===== config.mk =====
export PLATFORM = sky130hd
export DESIGN_NAME = lzwd_cmd_fifo
export DESIGN_NICKNAME = d
export VERILOG_FILES = /design/src/hdl/lzwd_pkg.sv /design/src/hdl/lzwd_cmd_fifo.sv
export SDC_FILE = /design/constraint.sdc
export NUM_CORES = 1
export LEC_CHECK = 0
export ABC_AREA = 1
export BUFFER_PORTS_ARGS = -buffer_cell sky130_fd_sc_hd__buf_4
export CORE_ASPECT_RATIO = 0.5
export CORE_MARGIN = 2
export CORE_UTILIZATION = 45
export DETAILED_ROUTE_END_ITERATION = 8
export SYNTH_ARGS = -nofsm -noshare
export SYNTH_HDL_FRONTEND = slang
export SYNTH_SLANG_ARGS = --single-unit

===== constraint.sdc =====
create_clock -name clk -period 3.7 [get_ports clk]
set_input_delay 0.555 -clock clk [delete_from_list [all_inputs] [get_ports clk]]
set_output_delay 0.555 -clock clk [all_outputs]
set_load 0.05 [all_outputs]

===== src/hdl/lzwd_pkg.sv =====
`default_nettype none

package lzwd_pkg;

    localparam int WINDOW_SIZE      = 4096;
    localparam int ADDR_W           = $clog2(WINDOW_SIZE);
    localparam int BYTES_PER_RESULT = 8;
    localparam int CNT_W            = 4;
    localparam int LEN_W            = 9;
    localparam int SIZE_W           = 32;
    localparam int CMD_DEPTH        = 4;

    localparam logic [3:0] FLAGS_PER_CODE = 4'd8;
    localparam logic [8:0] SHORT_LEN_BIAS = 9'd2;
    localparam logic [8:0] LONG_LEN_BIAS  = 9'h12;

    typedef struct packed {
        logic [7:0] in_byte;
        logic       stream_start;
    } item_t;

    typedef struct packed {
        logic [8*BYTES_PER_RESULT-1:0] out_bytes;
        logic [CNT_W-1:0]              out_count;
        logic                          run_last;
        logic                          stream_done;
    } result_t;

    // one decoded operation handed from the parser to the copy engine
    typedef struct packed {
        logic              is_lit;
        logic [7:0]        lit;
        logic [LEN_W-1:0]  len;
        logic [ADDR_W-1:0] offset;
        logic              restart;
        logic              done;
    } cmd_t;

endpackage

`default_nettype wire


===== src/hdl/lzwd_cmd_fifo.sv =====
`default_nettype none

module lzwd_cmd_fifo (
    input  wire logic          clk,
    input  wire logic          rst_n,
    input  wire logic          wr_en,
    input  wire lzwd_pkg::cmd_t wr_cmd,
    output logic               full,
    input  wire logic          rd_en,
    output lzwd_pkg::cmd_t     rd_cmd,
    output logic               empty
);
    import lzwd_pkg::*;

    localparam int PTR_W = $clog2(CMD_DEPTH);
    localparam int CNT_FW = $clog2(CMD_DEPTH + 1);

    cmd_t              slot_reg [CMD_DEPTH];
    logic [PTR_W-1:0]  wptr_reg, wptr_next;
    logic [PTR_W-1:0]  rptr_reg, rptr_next;
    logic [CNT_FW-1:0] count_reg, count_next;
    logic              do_wr, do_rd;

    assign full   = (count_reg == CNT_FW'(CMD_DEPTH));
    assign empty  = (count_reg == '0);
    assign rd_cmd = slot_reg[rptr_reg];
    assign do_wr  = wr_en && !full;
    assign do_rd  = rd_en && !empty;

    always_comb
    begin
        wptr_next  = do_wr ? wptr_reg + 1'b1 : wptr_reg;
        rptr_next  = do_rd ? rptr_reg + 1'b1 : rptr_reg;
        count_next = count_reg;
        if (do_wr && !do_rd)
        begin
            count_next = count_reg + 1'b1;
        end
        else if (do_rd && !do_wr)
        begin
            count_next = count_reg - 1'b1;
        end
    end

    always_ff @(posedge clk or negedge rst_n)
    begin
        if (!rst_n)
        begin
            wptr_reg  <= '0;
            rptr_reg  <= '0;
            count_reg <= '0;
        end
        else
        begin
            wptr_reg  <= wptr_next;
            rptr_reg  <= rptr_next;
            count_reg <= count_next;
        end
    end

    always_ff @(posedge clk)
    begin
        if (do_wr)
        begin
            slot_reg[wptr_reg] <= wr_cmd;
        end
    end

endmodule

`default_nettype wire


# Word level (Yosys, flattened, before mapping)

Memories as Yosys holds them, arrays and structs flattened.
Index checks and enable logic that the tools add are counted.

Add/subtract/negate cells: 4
Equal/unequal tests: 1
Muxes and demuxes: 4
Reductions and logical operators: 10

Operators with widths:

| cell                                                               | count |
|---|---|
| 3-bit 2-to-1 mux                                                   | 2 |
| 2-bit by 1-bit adder with 2-bit output, second input constant      | 2 |
| 1-bit logical AND                                                  | 4 |
| 1-bit logical NOT                                                  | 4 |
| 3-bit by 1-bit adder with 3-bit output, second input constant      | 1 |
| 3-bit == test, second input constant                               | 1 |
| 3-bit logical NOT                                                  | 1 |
| 3-bit by 1-bit subtractor with 3-bit output, second input constant | 1 |
| 1-bit 2-to-1 mux                                                   | 2 |
| 2-bit nonzero test                                                 | 1 |

Register bits: 7
Memory bits (writable): 128
Output and inout port bits: 34
Logic and storage cells: 23
Memories kept: 1

Memory list:

| memory   | depth | width | rd ports | clocked after Yosys merged registers in | wr ports | RTL line            | text |
|---|---|---|---|---|---|---|---|
| slot_reg | 4     | 32    | 1        | 0                                       | 1        | lzwd_cmd_fifo.sv:18 | `cmd_t slot_reg [CMD_DEPTH];` |

# Logic depth before layout (Yosys ltp)

Word-level depth: 7
Gate-level depth with buffers: 12
Gate-level depth less buffers: 12

# Least setup slack after synthesis

No wires, ideal clock.

Kind: reg2reg
Start point: register count_reg[0]
End point: memory slot_reg[0][0] (netlist bit) (enable)
Setup time: 421 ps
Arrival: 2081 ps
Path slack: 1198 ps
Stages on the path, launching flop included: 5
Path buffers: 0
Path through: dfrtp_1 inv_1 nand3_1 nand2_1 nor2_1

Longest elaborated chain between the ends: 5

RTL lines:

| what                                   | RTL line            | text |
|---|---|---|
| start, declared                        | lzwd_cmd_fifo.sv:21 | `logic [CNT_FW-1:0] count_reg, count_next;` |
| start signal, assigned                 | lzwd_cmd_fifo.sv:57 | `count_reg <= count_next;` |
| 3-bit == test                          | lzwd_cmd_fifo.sv:24 | `assign full = (count_reg == CNT_FW'(CMD_DEPTH));` |
| 1-bit logical NOT                      | lzwd_cmd_fifo.sv:27 | `assign do_wr = wr_en && !full;` |
| 1-bit logical AND                      | lzwd_cmd_fifo.sv:27 |  |
| 1-bit 2-to-1 mux                       | lzwd_cmd_fifo.sv:63 | `if (do_wr)` |
| 1-bit 2-to-1 mux (implied by the code) | lzwd_cmd_fifo.sv:65 | `slot_reg[wptr_reg] <= wr_cmd;` |
| end, declared                          | lzwd_cmd_fifo.sv:18 |  |

No other way between the ends.

==> results.md <==
* Clock tree buffer depth at 2
* GR Util All Layers at 16.2%
* Clk_lat worst skew at 0.40 ns
* Leakage power at 2.79 nW
* Row cnt at 28
* Area contributors post-synth: edfxtp_1 (69%), o211ai_1 (8.6%), nand2_1 (7.7%)
* Most common cell after layout, fill and taps aside: edfxtp_1
* GP Congestion at 0.710
* Data required, critical path at 3.14 ns
* Flops & latches, synth at 135
* Vias in the first global route at 3135
* Yosys warns at 0
* Unrepaired setup endpoints after global routing: no
* ANT cells at 0
* Port buffer count at 69
* FMAX at 0.377 GHz
* Final setup viols at 0
* Initial Utilization at 46.6%
* Final total power at 6.35 mW
* Worst-Margin Slew at 0.659 ns
* Buf+Inv Stages, Crit Path at 3
* Largest net degree at the start of global routing at 59
* Fin. Hold Viols at 0
* Area grow syn2layout at 21.7%
* Post-synth top area share at 69.1%
* Area leader, netlist: edfxtp_1
* Max rail drop VDD at 0.000454 V
* DRT Wirelength at 10100 um
* MaxCap Viol Count at 0
* Detail Placement HPWL at 6130 um
* CP top delay family: buffers and inverters
* Residual DRC at 0
* Sequential area share after synthesis at 72.2%
* Post-route antenna net violation count at 0
* Power Dens Cells at 938 mW/mm2
* Status: finished clean
* Core area at 0.0119 mm2
* CTS sink count at 135
* CP peak stage delay at 0.46 ns
* CTS Buf Count at 17
* CTS H-tree depth at 4
* Total grt overflow at 0
* Final Max Tran Viols at 0
* Setup crit start kind: register
* Post-route minimum period at 2.65 ns
* Yosys cell types at 17
* Commonest non-fill, non-tap cells in the layout: edfxtp_1 (128), nand2_1 (114), inv_1 (80)
* Io pins at 70
* CP Max Fanout at 44
* Routed vias at 3282
* Setup Crit Path Kind: reg2out
* Setup_tns at 0 ns
* Post-synth net total at 477
* DRT Pass-1 Iters at 4
* Fillers at 999
* Hold_ws at 0.353 ns
* First-pass GRT wire length at 15900 um
* Hold_sp: wr_cmd[24]
* Antenna violations before repair at 0
* Crit. Startpoint: rptr_reg[0]
* Layout Skew at 0.00824 ns
* Rel. slew slack at 56.0%
* Initial DRC Count at 193
* Syn Area/Cell at 12.8 um2
* Fin crit share at 71.8%
* Avg WL per Cell at 14.7 um
* Worst-path clk slew at 0.06 ns
* WP data arrival at 2.10 ns
* Die Y at 82.6 um
* Post-DR vias/cell at 4.76
* Die Area at 0.0133 mm2
* Critical Path End Type: output pin
* Mapped Area at 0.00556 mm2
* Syn Inst Count at 435
* Crit path cell chain: clkinv_2 -> buf_4 -> nand2_1 -> o211ai_1 -> nand2_1 -> buf_4
* Reg2reg start: count_reg[0]
* Largest register FFs at 128
* Fin nets at 553
* CTS tree: yes
* Clk root buf: clkbuf_16
* Layout cells sized above 1 at 21.0%
* Hold Crit Class: in2reg
* Chip width at 161 um
* Crit-path slowest cell: buf_4
per-layer routing:
layer | track usage (%) | vias to the layer above | part of all wire [%]
met3 | 4.90 | 5 | 4.2
met1 | 20.0 | 1575 | 47
met4 | 5.89 | 0 | 0.64
li1 | - | 1648 | -
met2 | 27.9 | 54 | 48
met5 | 0 | - | 0
worst paths after layout:
kind	to	slack, ns	cells past startpoint
hold reg to reg	count_reg[2]	0.51	2
setup / recovery	rd_cmd[17]	1.05	6
max in group asynchronous	rptr_reg[0]	3.07	2
setup reg to reg	slot_reg[0][11]	1.54	5
min in group asynchronous	count_reg[2]	0.50	2
hold / removal	slot_reg[0][24]	0.35	1
through the flow:
step / worst slack (ns) / util [%] / cells / instance area [um2]
after floorplan: 1.20 / - / 435 / 5560
after global placement: 1.49 / 52.0 / 656 / 6210
after detailed placement: 1.49 / 52.0 / 656 / 6210
after CTS: 1.01 / 56.7 / 689 / 6770
after global routing: 0.852 / 56.7 / 689 / 6770
final: 1.05 / 56.7 / 689 / 6770
what timing repair did:
| item | 4_1_cts | 5_1_grt |
|---|---|---|
| resized for setup | 0 | 0 |
| setup buffers | 0 | 0 |
| hold buffers | 1 | 0 |
| endpoints found under the hold margin | 7 | 0 |
cell families (layout without fill, tap and decap cells):
kind of cell | after synthesis | count (layout) | synth area share, %
DFF | 135 | 135 | 72.2
adders and majority gates | 6 | 6 | 1.48
buffers and inverters | 102 | 191 | 8.68
xor gates and xnor gates | 1 | 1 | 0.157
AOI/OAI and AO/OA | 65 | 65 | 8.73
and+or+nand+nor | 126 | 126 | 8.70
synthesized netlist by cell type (all sizes together):
library cell,number
nand2,114
buf,19
xnor2,1
inv,81
ha,5
clkbuf,2
fa,1
o211ai,64
dfrtp,7
nand4,1
nand3,7
edfxtp,128
nor2,4
o21ai,1
power by group:
part	total, mW	switching [mW]	internal (mW)
logic	2.71	1.96	0.748
clock network	1.54	0.582	0.953
registers	2.11	0.0875	2.02
layout make-up:
type / count / area [um2] / area share [%]
Inverter: 81 / 305 / 4.51
Multi-Input combinational cell: 198 / 1090 / 16.1
Tap cell: 165 / 206 / 3.05
Clock buffer: 23 / 468 / 6.91
Clock inverter: 9 / 77.6 / 1.15
Timing Repair Buffer: 78 / 601 / 8.87
Sequential cell: 135 / 4020 / 59.4
Note: power is estimated with default switching activity, not from simulation.
