**config.mk**
```make
export PLATFORM = sky130hd
export DESIGN_NAME = lzwd_front
export DESIGN_NICKNAME = d
export VERILOG_FILES = /design/src/hdl/lzwd_pkg.sv /design/src/hdl/lzwd_front.sv
export SDC_FILE = /design/constraint.sdc
export NUM_CORES = 1
export LEC_CHECK = 0
export BUFFER_PORTS_ARGS = -buffer_cell sky130_fd_sc_hd__clkbuf_2
export CORE_ASPECT_RATIO = 0.75
export CORE_MARGIN = 4
export CORE_UTILIZATION = 65
export DETAILED_ROUTE_END_ITERATION = 12
export PLACE_DENSITY_LB_ADDON = 0.1
export SLEW_MARGIN = 30
export SYNTH_ARGS = -nofsm -noshare
export SYNTH_HDL_FRONTEND = slang
export SYNTH_SLANG_ARGS = --single-unit
```
**constraint.sdc**
```tcl
create_clock -name clk -period 11.7 [get_ports clk]
set_input_delay 0.585 -clock clk [delete_from_list [all_inputs] [get_ports clk]]
set_output_delay 0.585 -clock clk [all_outputs]
set_load 0.1 [all_outputs]
```
**src/hdl/lzwd_pkg.sv**
```systemverilog
`default_nettype none

package lzwd_pkg;

    localparam int WINDOW_SIZE      = 4096;
    localparam int ADDR_W           = $clog2(WINDOW_SIZE);
    localparam int BYTES_PER_RESULT = 8;
    localparam int CNT_W            = 4;
    localparam int LEN_W            = 9;
    localparam int SIZE_W           = 32;
    localparam int CMD_DEPTH        = 4;

    localparam logic [3:0] FLAGS_PER_CODE = 4'd8;
    localparam logic [8:0] SHORT_LEN_BIAS = 9'd2;
    localparam logic [8:0] LONG_LEN_BIAS  = 9'h12;

    typedef struct packed {
        logic [7:0] in_byte;
        logic       stream_start;
    } item_t;

    typedef struct packed {
        logic [8*BYTES_PER_RESULT-1:0] out_bytes;
        logic [CNT_W-1:0]              out_count;
        logic                          run_last;
        logic                          stream_done;
    } result_t;

    // one decoded operation handed from the parser to the copy engine
    typedef struct packed {
        logic              is_lit;
        logic [7:0]        lit;
        logic [LEN_W-1:0]  len;
        logic [ADDR_W-1:0] offset;
        logic              restart;
        logic              done;
    } cmd_t;

endpackage

`default_nettype wire

```
**src/hdl/lzwd_front.sv**
```systemverilog
`default_nettype none

module lzwd_front (
    input  wire logic                    clk,
    input  wire logic                    rst_n,
    input  wire logic                    accept,
    input  wire lzwd_pkg::item_t         item,
    input  wire logic [lzwd_pkg::SIZE_W-1:0] size,
    output logic                         cmd_push,
    output lzwd_pkg::cmd_t               cmd
);
    import lzwd_pkg::*;

    localparam logic [1:0] PH_CODE = 2'd0;
    localparam logic [1:0] PH_ITEM = 2'd1;
    localparam logic [1:0] PH_REF2 = 2'd2;
    localparam logic [1:0] PH_REF3 = 2'd3;

    logic [7:0]        flags_reg, flags_next;
    logic [3:0]        left_reg, left_next;
    logic [1:0]        phase_reg, phase_next;
    logic [7:0]        first_reg, first_next;
    logic [7:0]        second_reg, second_next;
    logic [SIZE_W-1:0] produced_reg, produced_next;
    logic              pend_reg, pend_next;

    logic [7:0]        flags_e, first_e, second_e;
    logic [3:0]        left_e;
    logic [1:0]        phase_e;
    logic [SIZE_W-1:0] produced_e;
    logic [SIZE_W-1:0] remain;
    logic              issue, is_lit, step_flag, clip;
    logic [LEN_W-1:0]  len, len_clip;
    logic [ADDR_W-1:0] offset;
    logic [7:0]        b;

    assign b = item.in_byte;

    always_comb
    begin
        // stream start clears the parser before the byte is looked at
        flags_e    = item.stream_start ? '0 : flags_reg;
        left_e     = item.stream_start ? '0 : left_reg;
        phase_e    = item.stream_start ? PH_CODE : phase_reg;
        first_e    = item.stream_start ? '0 : first_reg;
        second_e   = item.stream_start ? '0 : second_reg;
        produced_e = item.stream_start ? '0 : produced_reg;

        flags_next    = flags_reg;
        left_next     = left_reg;
        phase_next    = phase_reg;
        first_next    = first_reg;
        second_next   = second_reg;
        produced_next = produced_reg;
        pend_next     = pend_reg;

        issue     = 1'b0;
        is_lit    = 1'b0;
        step_flag = 1'b0;
        len       = '0;
        offset    = '0;

        remain   = size - produced_e;
        len_clip = '0;
        clip     = 1'b0;

        if (accept)
        begin
            flags_next    = flags_e;
            left_next     = left_e;
            phase_next    = phase_e;
            first_next    = first_e;
            second_next   = second_e;
            produced_next = produced_e;
            if (item.stream_start)
            begin
                pend_next = 1'b1;
            end

            if (produced_e < size)
            begin
                unique case (phase_e)
                    PH_CODE:
                    begin
                        flags_next = b;
                        left_next  = FLAGS_PER_CODE;
                        phase_next = PH_ITEM;
                    end
                    PH_ITEM:
                    begin
                        if (flags_e[7])
                        begin
                            issue     = 1'b1;
                            is_lit    = 1'b1;
                            len       = LEN_W'(1);
                            step_flag = 1'b1;
                        end
                        else
                        begin
                            first_next = b;
                            phase_next = PH_REF2;
                        end
                    end
                    PH_REF2:
                    begin
                        second_next = b;
                        if (first_e[7:4] != 4'd0)
                        begin
                            issue     = 1'b1;
                            len       = {5'd0, first_e[7:4]} + SHORT_LEN_BIAS;
                            offset    = {first_e[3:0], b};
                            step_flag = 1'b1;
                        end
                        else
                        begin
                            phase_next = PH_REF3;
                        end
                    end
                    PH_REF3:
                    begin
                        issue     = 1'b1;
                        len       = {1'b0, b} + LONG_LEN_BIAS;
                        offset    = {first_e[3:0], second_e};
                        step_flag = 1'b1;
                    end
                    default:
                    begin
                        phase_next = PH_CODE;
                    end
                endcase

                if (step_flag)
                begin
                    flags_next = {flags_e[6:0], 1'b0};
                    left_next  = left_e - 1'b1;
                    phase_next = (left_e == 4'd1) ? PH_CODE : PH_ITEM;
                end

                // clip the run at the configured size
                clip     = ({{(SIZE_W-LEN_W){1'b0}}, len} >= remain);
                len_clip = clip ? remain[LEN_W-1:0] : len;
                if (issue)
                begin
                    produced_next = produced_e + {{(SIZE_W-LEN_W){1'b0}}, len_clip};
                    pend_next     = 1'b0;
                end
            end
        end

        cmd_push    = issue;
        cmd.is_lit  = is_lit;
        cmd.lit     = b;
        cmd.len     = len_clip;
        cmd.offset  = offset;
        cmd.restart = pend_reg || item.stream_start;
        cmd.done    = clip;
    end

    always_ff @(posedge clk or negedge rst_n)
    begin
        if (!rst_n)
        begin
            flags_reg    <= '0;
            left_reg     <= '0;
            phase_reg    <= PH_CODE;
            first_reg    <= '0;
            second_reg   <= '0;
            produced_reg <= '0;
            pend_reg     <= 1'b1;
        end
        else
        begin
            flags_reg    <= flags_next;
            left_reg     <= left_next;
            phase_reg    <= phase_next;
            first_reg    <= first_next;
            second_reg   <= second_next;
            produced_reg <= produced_next;
            pend_reg     <= pend_next;
        end
    end

endmodule

`default_nettype wire

```
# After elaboration in Yosys (flattened, before gate mapping)
# Cells that the tools add are included.
# op_classes
addsub	5
n_lt_le_gt_ge	2
eq_ne	4
mux	52
n_reduce_logical	3
# ops
cell	count
$mux W32	3
$mux W8	11
$mux W9	5
$mux W12	3
$add A32 B9 Y32	1
$ge A9 B32 Y1	1
$lt A32 B32 Y1	1
$sub A32 B32 Y32	1
$pmux W9 S3	1
$pmux W12 S2	1
$mux W1	16
$mux W4	4
$mux W2	5
$add A8 B5 Y9 const B	1
$pmux W2 S3	1
$add A4 B2 Y5 const B	1
$mux W5	1
$eq A2 B2 Y1 const B	2
$eq A4 B1 Y1 const B	1
$reduce_bool A4 Y1	1
$sub A4 B1 Y4 const B	1
$pmux W1 S3	1
$eq A2 B1 Y1 const B	1
$logic_not A2 Y1	1
$logic_or A1 B1 Y1	1
# word_totals
register_bits	63
input_bits	44
output_inout_bits	33
wordCells	73

# Longest topological paths before layout
# Gate-level depths: netlist (run 1).
# depth
depth_word	11
depth_mapped	34
mapped_depth_nobuf	30

# Worst setup path before layout (run 1)
# No wires, ideal clock.
# synth_timing
kind	input to register
start	in item[0] (netlist name)
end	reg produced_reg[31]
setup_ns	0.123
arrival_ns	6.524
t_required_ns	11.577
setup_slack_ns	5.053
stages	33
path_buffers	4
cell_sequence	clkbuf_1 > clkbuf_1 > clkbuf_1 > nand2b_1 > ha_1 > a21oi_1 > nand2_1 > a31oi_1 > o21bai_1 > a21oi_1 > xor2_1 > ha_1 > nand2_1 > nor2_1 > o21ai_0 > o21ai_0 > nand4_1 > nor4_1 > nand4_1 > nor4_2 > buf_4 > mux2_4 > ha_1 > a21o_1 > a21oi_1 > o21bai_1 > a21oi_1 > o21ai_0 > a31oi_1 > nor4_2 > and2_1 > nand3_1 > xor2_1
# synth_via
elab_chain_cells	11
elab_cells_between_ends	26
cone_classes	add/sub (3); order compare (2); eq/ne (3); mux (17); reduce/logical (1)
# synth_rtl
element	line	rtl
start: declaration	lzwd_front.sv:7	input wire lzwd_pkg::item_t item,
$mux W8	lzwd_front.sv:45	first_e = item.stream_start ? '0 : first_reg;
$add A4 B2 Y5 or $reduce_bool A4 Y1 (tied branches)	lzwd_front.sv:110, lzwd_front.sv:107	
$mux W5	lzwd_front.sv:107	if (first_e[7:4] != 4'd0)
$pmux W9 S3	lzwd_front.sv:82	unique case (phase_e)
$mux W9	lzwd_front.sv:80	if (produced_e < size)
$mux W9	lzwd_front.sv:67	if (accept)
$ge A9 B32 Y1	lzwd_front.sv:140	clip = ({{(SIZE_W-LEN_W){1'b0}}, len} >= remain);
$mux W9	lzwd_front.sv:141	len_clip = clip ? remain[LEN_W-1:0] : len;
$add A32 B9 Y32	lzwd_front.sv:144	produced_next = produced_e + {{(SIZE_W-LEN_W){1'b0}}, len_clip};
$mux W32	lzwd_front.sv:142	if (issue)
$mux W32 (*)	lzwd_front.sv:80	
end signal: assignment	lzwd_front.sv:178	produced_reg <= produced_next;
end: declaration	lzwd_front.sv:24	logic [SIZE_W-1:0] produced_reg, produced_next;
# Mark *: on every way between the ends. The rest lies on a longest branch, timed or not. The select of a mux whose other input is x is not followed.
# A chain may end at the register's enable or synchronous reset.

# Final worst setup path (run 1)
# layout_timing
start	in item[0] (netlist name)
end	reg produced_reg[27]
# The elaborated chain is that of the path after synthesis.

==> flow_summary_export.csv, run 1 <==
group,metric,value,unit
clocking,htreeDepth,3,
worst_setup_path,cp.required,11.90,ns
sta,layout_min_cycle_time,7.42,ns
synth,syn_area,6540,sq um
worst_setup_path,slowest_delay,0.74,ns
placed_design,dp.cells,986,
sta,period_share,0.634,
route,via_count,6613,
route,drc,0,
pwr,power,0.000760,W
global_routing,grtUsageTotal,0.356,
synth,synthCells,822,
clocking,clkLatencyLatePin,0.34,ns
route,wirelength,20200,um
floorplanning,die_h,94.9,um
worst_setup_path,slowest_stage,"nor4_2",
synth,seq_area_frac_synth,0.241,
flow_run,max_cap_viol_count,0,
global_routing,grt_pass1_vias,6237,
clocking,path_clk_slew,0.06,ns
sta,maxSlewViolCount,0,
route,dr.pass1.iters,7,
synth,netlist.top_cell.by_area,"dfrtp_1",
finish,mostFrequentLayoutCells,"nand2_1, clkbuf_2, dfrtp_1, a21oi_1, ha_1",
worst_setup_path,start_kind,"primary input",
finish,drive_gt1_frac,0.146,
placed_design,port_buffers,76,
synth,dominantRegCellSynth,"dfrtp_1",
finish,finalNonFillerCells,1002,
synth,synth-async-reset-ratio,1.00,
sta,finalClockSkew,0.0103,ns
synth,synthesis.nets,926,
floorplanning,die_area,11700,sq um
synth,yosys.cell_types.count,79,
sta,whs,0.394,ns
route,drt-wirelength-per-cell,20.1,um
pwr,power.leakage,3.20,nW
pwr,powerDensity,105,nW/um^2
finish,finish.utilization,0.740,
worst_setup_path,worstSetupEndpointType,"register",
placed_design,gp_congestion,0.966,
finish,multi_input_area,4560,sq um
sta,setup_violations,0,
sta,max_freq,135,MHz
synth,syn_area_per_cell,7.95,sq um
placed_design,hpwlAfterDp,15400,um
synth,synth_edf_count,0,
clocking,cts_hold_buf,0,
finish,final_common_cell,"nand2_1",
worst_setup_path,cp.arrival,7.61,ns
clocking,cts-root-buf,"clkbuf_16",
clocking,cts_tree,"built",
clocking,clock_sinks,63,
synth,synthTopCellsByArea,"dfrtp_1, ha_1, nand2_1",
status,status,"finished clean",
finish,syn2layout_area_growth,10.2,%
sta,max_slew_margin,0.365,
global_routing,grt_pass1_wl,32600,um
clocking,post-cts-setup-buffers,0,
floorplanning,ios,77,
sta,worst_slew_pin_slew,0.946,ns
sta,setup_tns,0,ns
clocking,numCtsBuffers,9,
global_routing,grt_max_degree,64,
worst_hold_path,min_path_type,"primary input to async pin",
clocking,clock_path_buffers,2,
floorplanning,num_rows,31,
synth,yosys_warnings,0,
global_routing,grt_overflow,0,
route,initialDrtViolationCount,695,
route,postRouteAntennaNets,0,
finish,nets,969,
finish,num-fill-cells,744,
synth,yosys.area.top_type_share,0.237,
finish,num_antenna_cells,0,
route,avgViaCountPerCell,6.60,
worst_setup_path,critPathKind,"primary input to register",
floorplanning,core_area,9740,sq um
finish,seq_area,1580,sq um
sta,grt_setup_unrepaired,"no",
finish,largest_reg_flops,32,
synth,synth-seq-cells,63,
worst_setup_path,crit_fanout,59,
pwr,peakVddDrop,0.109,mV
floorplanning,die_x,124,um
floorplanning,start_util,0.672,
sta,hold_viol_final,0,
clocking,cts_resized,0,
global_routing,antenna_found_initial,0,
[critical path: cells and delay by family]
family / cells / cell delay [ns]
AO/OA/AOI/OAI: 11 / 2.21
AND/OR/NAND/NOR: 8 / 2.18
adder cells (fa/ha/maj): 4 / 1.13
buffers and inverters: 4 / 0.68
XOR/XNOR: 2 / 0.47
multiplexers: 1 / 0.34
[final timing paths]
kind	start	end	slack, ns	cells past startpoint
worst max-delay path	item[0]	produced_reg[27]	4.28	30
max in group asynchronous	rst_n	produced_reg[16]	10.74	2
worst max register to register	produced_reg[0]	produced_reg[27]	4.57	28
min in group clk	produced_reg[5]	produced_reg[5]	0.49	2
worst min-delay path	rst_n	produced_reg[2]	0.39	2
worst min register to register	produced_reg[5]	produced_reg[5]	0.49	2
[synth_stat cells, types with 4 or more instances]
master,count
inv_1,46
buf_4,11
dfrtp_1,62
or4_1,5
xor2_1,29
nor2b_1,10
a211oi_1,4
a21oi_1,61
or2_2,6
clkbuf_1,24
and2_1,14
o21ai_1,11
nor2_1,53
nand3_1,27
nand4_1,14
buf_2,10
and3_1,16
nor4_1,10
or3_1,4
mux2i_1,10
nor3_1,12
o21ai_0,39
nand2b_1,37
ha_1,58
o21bai_1,8
o211ai_1,10
nand2_1,84
o22ai_1,13
a21o_1,14
a22oi_1,11
xnor2_1,17
a22o_1,20
[layer usage]
metal / vias up / wire length, um / part of all wire / GRT usage
met1: 3164 / 9120 / 0.45 / 0.526
li1: 3060 / - / - / -
met3: 40 / 1910 / 0.094 / 0.0629
met2: 349 / 8820 / 0.44 / 0.531
met4: 0 / 329 / 0.016 / 0.100
met5: - / 0 / 0 / 0
[power breakdown]
| part | internal, W | switching [W] |
|---|---|---|
| registers | 0.000236 | 0.0000168 |
| logic | 0.0000690 | 0.000137 |
| clock network | 0.000193 | 0.000107 |
| total | 0.000498 | 0.000261 |
[stage by stage]
stage               instance area [sq um]  setup slack, ns
CTS                                  7210             4.49
floorplan                            6540             5.05
global route                         7210             3.74
finish                               7210             4.28
global placement                     6870             4.56
detailed placement                   6880             4.23
[cell type report]
cell class / instances / area share
timing repair buffer: 79 / 0.0559
inverter: 46 / 0.0240
sequential: 63 / 0.219
tap: 132 / 0.0229
multi-input combinational: 666 / 0.632
clock inverter: 6 / 0.0128
clock buffer: 10 / 0.0332
[kinds of logic after synthesis]
group / share of synthesized area
mux: 0.0256
compound gates: 0.247
fa+ha+maj: 0.117
simple gates: 0.245
flops: 0.241
buf+inv: 0.0628
xor+xnor: 0.0616
Note: power is estimated with default switching activity, not from simulation.
==> inputs of run 2 (changes only) <==
--- a/config.mk
+++ b/config.mk
@@ -8,7 +8,7 @@
 export BUFFER_PORTS_ARGS = -buffer_cell sky130_fd_sc_hd__clkbuf_2
 export CORE_ASPECT_RATIO = 0.75
 export CORE_MARGIN = 4
-export CORE_UTILIZATION = 65
+export CORE_UTILIZATION = 60
 export DETAILED_ROUTE_END_ITERATION = 12
 export PLACE_DENSITY_LB_ADDON = 0.1
 export SLEW_MARGIN = 30
==> constraint.sdc (replaced) <==
create_clock -name clk -period 6.85 [get_ports clk]
set_input_delay 0.3425 -clock clk [delete_from_list [all_inputs] [get_ports clk]]
set_output_delay 0.3425 -clock clk [all_outputs]
set_load 0.1 [all_outputs]
==> run 2 against run 1 <==
  * Register-to-register slack got worse by 4.1 ns
  * First-iteration DRC count increased by 6.9%
  * Clock-buffer cell count increased by 2
  * Design area increased by 0.68%
  * Largest power group unchanged
==> flow_summary_export.csv, run 2 (synthesized netlist as in run 1, its figures left out) <==
group,metric,value,unit
route,dr.pass1.iters,5,
worst_setup_path,cp.required,7.03,ns
finish,post-route-cell-area,7260,sq um
global_routing,grt_pass1_wl,31400,um
global_routing,antenna_found_initial,0,
worst_hold_path,min_path_type,"primary input to async pin",
floorplanning,die_h,98.4,um
global_routing,grt_max_degree,64,
worst_setup_path,rrSetupSlack,0.45,ns
floorplanning,num_rows,32,
worst_setup_path,reg2reg_from,"produced_reg[0]",
flow_run,max_cap_viol_count,0,
floorplanning,start_util,0.626,
clocking,cts_hold_buf,0,
worst_setup_path,worst-r2r-cell-count,29,
worst_setup_path,critPathKind,"register to register",
worst_setup_path,cp.arrival,6.58,ns
worst_setup_path,worstSetupEndpointType,"register",
worst_setup_path,start_kind,"register",
sta,worst_slew_pin_slew,0.969,ns
worst_setup_path,slowest_stage,"fa_1",
route,drt-wirelength-per-cell,19.0,um
placed_design,gp_congestion,0.943,
finish,num_antenna_cells,0,
worst_setup_path,critPathCapture,"produced_reg[27]",
sta,maxSlewViolCount,0,
sta,setup_tns,0,ns
sta,finalClockSkew,0.00396,ns
floorplanning,die_x,129,um
global_routing,grtUsageTotal,0.306,
route,postRouteAntennaNets,0,
clocking,post-cts-setup-buffers,0,
clocking,cts_tree,"built",
worst_setup_path,slowest_delay,0.44,ns
route,via_count,6550,
route,avgViaCountPerCell,6.47,
floorplanning,die_area,12600,sq um
pwr,power.leakage,3.24,nW
placed_design,port_buffers,76,
finish,drive_gt1_frac,0.154,
finish,final_common_cell,"nand2_1",
placed_design,dp.cells,998,
pwr,peakVddDrop,0.198,mV
finish,finalNonFillerCells,1013,
pwr,powerDensity,170,nW/um^2
clocking,clock_sinks,63,
clocking,cts-root-buf,"clkbuf_16",
clocking,htreeDepth,3,
sta,period_share,0.935,
route,wirelength,19200,um
finish,mostFrequentLayoutCells,"nand2_1, clkbuf_2, dfrtp_1, a21oi_1, ha_1",
global_routing,grt_overflow,0,
finish,nets,977,
route,initialDrtViolationCount,743,
placed_design,place_area,6930,sq um
placed_design,hpwlAfterDp,15100,um
clocking,clkLatencyLatePin,0.32,ns
clocking,path_clk_slew,0.05,ns
worst_setup_path,crit_fanout,9,
floorplanning,core_area,10500,sq um
finish,syn2layout_area_growth,11.0,%
sta,max_slew_margin,0.352,
clocking,numCtsBuffers,9,
sta,setup_violations,0,
status,status,"finished clean",
route,drc,0,
sta,hold_viol_final,0,
sta,layout_min_cycle_time,6.40,ns
global_routing,grt_pass1_vias,6129,
worst_setup_path,worst_r2r_endpoint,"produced_reg[27]",
clocking,clock_path_buffers,2,
finish,largest_reg_flops,32,
floorplanning,ios,77,
clocking,cts_resized,0,
worst_setup_path,crit_path_start,"produced_reg[0]",
sta,max_freq,156,MHz
-- run 2: how the worst min path moves through the flow --
stage | startpoint | end | cells after the start
floorplan | rst_n | first_reg[0] | 0
global placement | produced_reg[6] | produced_reg[6] | 2
detailed placement | produced_reg[4] | produced_reg[4] | 2
CTS | rst_n | second_reg[0] | 2
global route | rst_n | second_reg[0] | 2
finish | rst_n | second_reg[0] | 2
-- run 2: layout make-up --
cell class                 count  area [sq um]
multi-input combinational    666          4570
fill                         897          3190
sequential                    63          1580
timing repair buffer          87           463
clock buffer                  12           256
inverter                      46           173
tap                          136           170
clock inverter                 3          42.5
-- run 2: power breakdown --
group,internal [W],switching [W]
Combinational,0.000121,0.000232
Sequential,0.000403,0.0000276
Clock,0.000299,0.000155
Total,0.000822,0.000414
-- run 2: worst max-delay path, delay by kind of cell, from the launching register on --
kind,cells,cell delay [ns]
muxes,1,0.34
and+or+nand+nor,8,1.31
adders and majority gates,4,1.11
buffers and inverters,3,0.51
DFF,1,0.36
xor gates and xnor gates,2,0.39
AOI/OAI and AO/OA,11,2.25
-- run 2: routing by layer --
layer	share of wire	track usage
met1	0.46	0.477
met5	0	0
met2	0.42	0.438
met4	0.010	0.0492
met3	0.10	0.0694
-- run 2: stage by stage --
stage	hold WS [ns]	utilization	setup slack [ns]	power [W]
finish	0.189	0.694	0.448	0.00124
CTS	0.232	0.692	0.299	0.00123
global placement	0.465	0.664	0.385	0.000770
detailed placement	0.472	0.664	0.0739	0.000778
floorplan	0.0469	-	0.446	0.000688
global route	0.276	0.694	-0.0203	0.00130
